`config.mk`:
```
export PLATFORM = sky130hd
export DESIGN_NAME = brm_booth_stage
export DESIGN_NICKNAME = d
export VERILOG_FILES = /design/src/hdl/brm_pkg.sv /design/src/hdl/brm_booth_stage.sv
export VERILOG_INCLUDE_DIRS = /design/src /design/src/hdl
export SDC_FILE = /design/constraint.sdc
export NUM_CORES = 1
export LEC_CHECK = 0
export BUFFER_PORTS_ARGS = -buffer_cell sky130_fd_sc_hd__buf_4
export CAP_MARGIN = 40
export CORE_MARGIN = 4
export CORE_UTILIZATION = 50
export CTS_CLUSTER_SIZE = 10
export DETAILED_ROUTE_END_ITERATION = 10
export GPL_ROUTABILITY_DRIVEN = 0
export PLACE_DENSITY = 0.79
export SKIP_CTS_REPAIR_TIMING = 1
export SLEW_MARGIN = 40
export SYNTH_ARGS = -nofsm -noshare
export SYNTH_HDL_FRONTEND = slang
export SYNTH_SLANG_ARGS = --single-unit
```
`constraint.sdc`:
```
create_clock -name clk -period 9.55 [get_ports clk]
set_input_delay 0.955 -clock clk [delete_from_list [all_inputs] [get_ports clk]]
set_output_delay 0.955 -clock clk [all_outputs]
set_load 0.005 [all_outputs]
```
`src/hdl/assert_macros.svh`:
```
// Shared assertion macros. Both expect clk in scope; BRM_ASSERT also expects rst_n.
`ifndef ASSERT_MACROS_SVH
`define ASSERT_MACROS_SVH

// Checked only outside reset
`define BRM_ASSERT(lbl, prop, msg) \
  lbl: assert property (@(posedge clk) disable iff (!rst_n) prop) else $error(msg);

// Checked on every edge, reset included
`define BRM_ASSERT_ALWAYS(lbl, prop, msg) \
  lbl: assert property (@(posedge clk) prop) else $error(msg);

`endif

```
`src/hdl/brm_pkg.sv`:
```
package brm_pkg;

  localparam int FIELD_W   = 32;
  localparam int PRODUCT_W = 64;

  // {multiplier lsb, previous bit}
  typedef logic [1:0] booth_pair_t;

  localparam booth_pair_t BOOTH_ADD = 2'b01;
  localparam booth_pair_t BOOTH_SUB = 2'b10;

endpackage

```
`src/hdl/brm_booth_stage.sv`:
```
`include "assert_macros.svh"

module brm_booth_stage #(
  parameter int W = 32
) (
  input  logic         clk,
  input  logic         rst_n,
  input  logic         in_valid,
  output logic         in_ready,
  input  logic [W:0]   in_a,
  input  logic [W-1:0] in_q,
  input  logic [W:0]   in_m,
  input  logic         in_prev,
  output logic         out_valid,
  input  logic         out_ready,
  output logic [W:0]   out_a,
  output logic [W-1:0] out_q,
  output logic [W:0]   out_m,
  output logic         out_prev
);

  brm_pkg::booth_pair_t pair;
  logic [W:0]   sum;
  logic [W:0]   a_nxt;
  logic [W-1:0] q_nxt;
  logic         valid_r;
  logic [W:0]   a_r;
  logic [W-1:0] q_r;
  logic [W:0]   m_r;
  logic         prev_r;

  assign pair = {in_q[0], in_prev};

  always_comb begin
    case (pair)
      brm_pkg::BOOTH_SUB: sum = in_a - in_m;
      brm_pkg::BOOTH_ADD: sum = in_a + in_m;
      default:            sum = in_a;
    endcase
  end

  // arithmetic shift right of {a, q} as one word
  assign a_nxt = {sum[W], sum[W:1]};
  assign q_nxt = {sum[0], in_q[W-1:1]};

  // bubbles collapse: an empty stage always takes an item
  assign in_ready = !valid_r || out_ready;

  always_ff @(posedge clk) begin
    if (!rst_n) begin
      valid_r <= 1'b0;
    end else if (in_ready) begin
      valid_r <= in_valid;
    end
  end

  always_ff @(posedge clk) begin
    if (in_ready && in_valid) begin
      a_r    <= a_nxt;
      q_r    <= q_nxt;
      m_r    <= in_m;
      prev_r <= in_q[0];
    end
  end

  assign out_valid = valid_r;
  assign out_a     = a_r;
  assign out_q     = q_r;
  assign out_m     = m_r;
  assign out_prev  = prev_r;

  `BRM_ASSERT_ALWAYS(a_rst_clears, !rst_n |=> !valid_r, "stage valid set after reset")
  `BRM_ASSERT(a_hold, valid_r && !out_ready |=> valid_r && $stable(a_r) && $stable(q_r),
              "stalled stage lost its item")
  `BRM_ASSERT(a_load, in_valid && in_ready |=> valid_r && prev_r == $past(in_q[0]),
              "accepted item not captured")

endmodule

```
**Word level (Yosys, flattened, before mapping)**

Cells that the tools add are included.

- Flip-flop bits (word level): 99
- Input bits: 103

- Reductions and logical operators: 3
- Muxes and demuxes: 1
- $add $sub $neg: 2
- Equal/unequal tests: 2

Operators with widths:

| operator | number |
|---|---|
| one-hot mux 33 bit (2 select lines) | 1 |
| adder 33 bit | 1 |
| subtractor 33 bit | 1 |
| == test 2 x 1 -> 1 bit, second input constant | 1 |
| == test 2 bit, second input constant | 1 |
| logical AND 1 bit | 1 |
| zero test 1 bit | 1 |
| logical OR 1 bit | 1 |

**Logic depth before layout (Yosys ltp)**

- Word-level depth: 3
- Mapped depth: 16

**Worst setup path after synthesis**

OpenSTA, ideal clock, no wires.

- Path kind: input to register
- Start: input port in_m[13]
- End: register, netlist name out_a[31]
- Library setup time: 266 ps
- Data arrival time: 4,062 ps
- Buffers on the path: 1
- Path slack: 5,223 ps
- Stages on the path: 15
- Path through: or4_4 nor4_4 and4b_4 and2_4 a21oi_1 xor2_1 ha_1 buf_2 a21o_1 a211oi_1 o21ai_0 a221o_1 o21ai_1 o31ai_2 xor2_1

- Longest elaborated chain between the ends: 2

Ends and longest elaborated chain:

| item | RTL line | RTL |
|---|---|---|
| from (decl) | brm_booth_stage.sv:12 | `input logic [W:0] in_m,` |
| adder 33 bit or subtractor 33 bit (tied branches) | brm_booth_stage.sv:37, brm_booth_stage.sv:36 |  |
| one-hot mux 33 bit (2 select lines) (*) | brm_booth_stage.sv:35 | `case (pair)` |
| named net sum[32] | brm_booth_stage.sv:23 | `logic [W:0] sum;` |

Mark *: on every way through the listed nets, which the timed path passes. The rest lies on a longest branch.
A chain may end at the register's enable or synchronous reset.

**Worst setup path in the final report**

- Start: input port in_m[0]
- End: register a_r[22], in the netlist out_a[22] (data pin)

- Longest elaborated chain between the ends: 2

Ends and longest elaborated chain:

| item | RTL line | RTL |
|---|---|---|
| adder 33 bit or subtractor 33 bit (tied branches) | brm_booth_stage.sv:37, brm_booth_stage.sv:36 |  |
| one-hot mux 33 bit (2 select lines) (*) | brm_booth_stage.sv:35 |  |
| named net sum[23] | brm_booth_stage.sv:23 |  |
| to (signal assigned) | brm_booth_stage.sv:59 | `a_r <= a_nxt;` |
| to (decl) | brm_booth_stage.sv:27 | `logic [W:0] a_r;` |

Marked as above.

==> impl_metrics.csv <==
group,metric,value,unit
global_routing,grt_pass1_wl,27540,um
global_routing,grt_max_degree,90,
floorplanning,io_pins,204,
critical_path,crit_arrival,4490,ps
pwr,powerDensity,163.6,nW/um^2
layout,num_antenna_cells,0,
layout,post-route-util,67.58,%
cts,path_clk_slew,70,ps
layout,drive_above_1_share,31.96,%
sta,hold_viol,0,
route,vias,5432,
cts,clock_latency,360,ps
synth,async_reset_ff_share,0,%
pwr,p_leak,0.003399,uW
layout,final_cell_area,8084,um^2
floorplanning,die_y,118.3,um
route,ant_nets,0,
cts,clk_root_buffer_cell,"clkbuf_16",
route,drc_errors,0,
cts,cts_tree,"done",
synth,synth-edff-count,98,
route,post_drt_via_cell_ratio,5.885,
floorplanning,die-area,14010,um^2
sta,post-route-period-util,45.87,%
critical_path,worst_setup_path_start_kind,"primary input",
placement,place_area,7755,um^2
sta,slew_viol_final,0,
status,status,"finished clean",
critical_path,required,9650,ps
floorplanning,fp-row-count,40,
cts,clock_sinks,99,
layout,final_cell_mix,"buf_4, edfxtp_1, a21oi_1, nand2_1, nor2_1",
global_routing,gr-total-overflow,0,
sta,fin_crit,4381,ps
floorplanning,core-area,11960,um^2
sta,fmax,228.3,MHz
cts,cts_buffer_depth,2,
placement,place_hpwl,13850,um
synth,ys_seq_elements,99,
global_routing,grt_pass1_vias,5190,
sta,slew_headroom,52.64,%
global_routing,grt_usage,25.06,%
layout,syn_to_final_growth,32.78,%
layout,stdcell_count,923,
synth,syn-num-nets,710,
sta,finalSetupViolCount,0,
sta,skew,12.35,ps
critical_path,path_class,"primary input to register",
route,wl,17850,um
layout,layout.nets,909,
synth,synthFlopType,"edfxtp_1",
synth,synth.distinct_cells,70,
placement,io_buffers,203,
synth,netlist_area,6088,um^2
pwr,power,1323,uW
route,wl_per_cell,19.34,um
floorplanning,start_util,50.90,%
synth,synth-warning-count,0,
floorplanning,die_w,118.3,um
pwr,vdd_drop_max,0.09752,mV
cts,numCtsBuffers,9,
layout,layout_commonest_cell,"buf_4",
route,dr.pass1.iters,7,
cts,htree_levels,3,
sta,worst_pin_slew,710.4,ps
flow_run,drv_cap,0,
synth,syn_area_per_cell,10.64,um^2
critical_path,critPathMaxFanout,5,
sta,rsz0062_at_grt,"false",
synth,synth-seq-area-share,48.66,%
critical_path,crit_path_end_kind,"register",
min_path,worstHoldPathType,"register to register",
global_routing,antenna_found_initial,0,
placement,place_inst,907,
synth,synthCells,572,
route,first_iter_violations,420,
sta,setup_tns,0,ps
layout,fillCellCount,935,
==> metal layers <==
| metal | routed length, um | vias to the layer above | global-route usage, % | share of wire [%] |
|---|---|---|---|---|
| met3 | 1680 | 52 | 7.081 | 9.4 |
| met1 | 7162 | 2562 | 31.26 | 40 |
| li1 | - | 2544 | - | - |
| met2 | 8319 | 274 | 39.62 | 47 |
| met4 | 687 | 0 | 13.04 | 3.8 |
| met5 | 0 | - | 0 | 0 |
==> stage by stage <==
| stage | hold slack (ps) | setup slack (ps) |
|---|---|---|
| floorplan | 536.6 | 5223 |
| global placement | 588.0 | 4785 |
| detailed placement | 592.1 | 4847 |
| CTS | 607.3 | 5216 |
| global route | 637.2 | 4899 |
| finish | 604.4 | 5169 |
==> final cells by class <==
class	instances	area, um^2	share of cell area, %
Inverter	17	63.81	0.7894
Clock inverter	6	97.59	1.207
Sequential cell	99	2963	36.65
Multi-Input combinational cell	438	2994	37.04
Clock buffer	10	229.0	2.832
Tap cell	147	183.9	2.275
Timing Repair Buffer	206	1553	19.21
==> synth_stat cells (4+ instances only) <==
cell type,n,share of area [%]
a211o_1,4,0.58
a211oi_1,5,0.62
a21o_1,19,2.3
a21oi_1,59,4.8
a31oi_1,7,0.72
and2_1,6,0.62
and3_1,6,0.62
buf_2,4,0.33
clkbuf_1,13,0.80
edfxtp_1,98,48
ha_1,34,7.0
inv_1,16,0.99
mux2_2,4,0.74
nand2_1,55,3.4
nand2b_1,4,0.41
nand3_1,9,0.74
nand4_1,7,0.72
nor2_1,50,3.1
nor2b_1,5,0.51
nor3_1,7,0.58
o21a_1,6,0.74
o21ai_0,31,2.5
o21ai_1,4,0.33
o21bai_1,5,0.62
or3_1,4,0.41
xnor2_1,15,2.2
xor2_1,35,5.0
==> where the power goes <==
group	internal, uW	switching (uW)	leakage [uW]
sequential	526	10.8	0.000959
combinational	174	210	0.00229
clock	233	168	0.000153
==> critical path, stage by stage <==
cell,delay [ps]
buf_4,130
inv_1,60
ha_1,180
or4b_1,590
nor2_1,170
nor2_1,70
xor2_1,300
ha_1,350
a21o_1,210
a21oi_1,200
nand4_1,180
a21oi_1,320
o21ai_0,220
a2111o_1,410
o221a_2,140
==> sequential cells by signal, indices dropped and copies added (netlist names) <==
| signal | cells |
|---|---|
| out_q | 32 |
| out_prev | 1 |
| out_a | 32 |
| out_valid | 1 |
| out_m | 33 |
==> cells by family after synthesis <==
family,Yosys count,share of synthesized area (%)
fa+ha+maj,35,7.316
flops,99,48.66
buf+inv,35,2.302
xor+xnor,50,7.193
compound gates,173,19.11
mux,4,0.7398
simple gates,176,14.67
==> final timing paths <==
check               to       from  slack (ps)  cells after the start
max          out_a[22]    in_m[0]        5170                     15
min          out_valid  out_valid         600                      2
max reg2reg  out_q[19]  out_valid        7830                      3
min reg2reg  out_valid  out_valid         600                      2
Note: power is estimated with default switching activity, not from simulation.
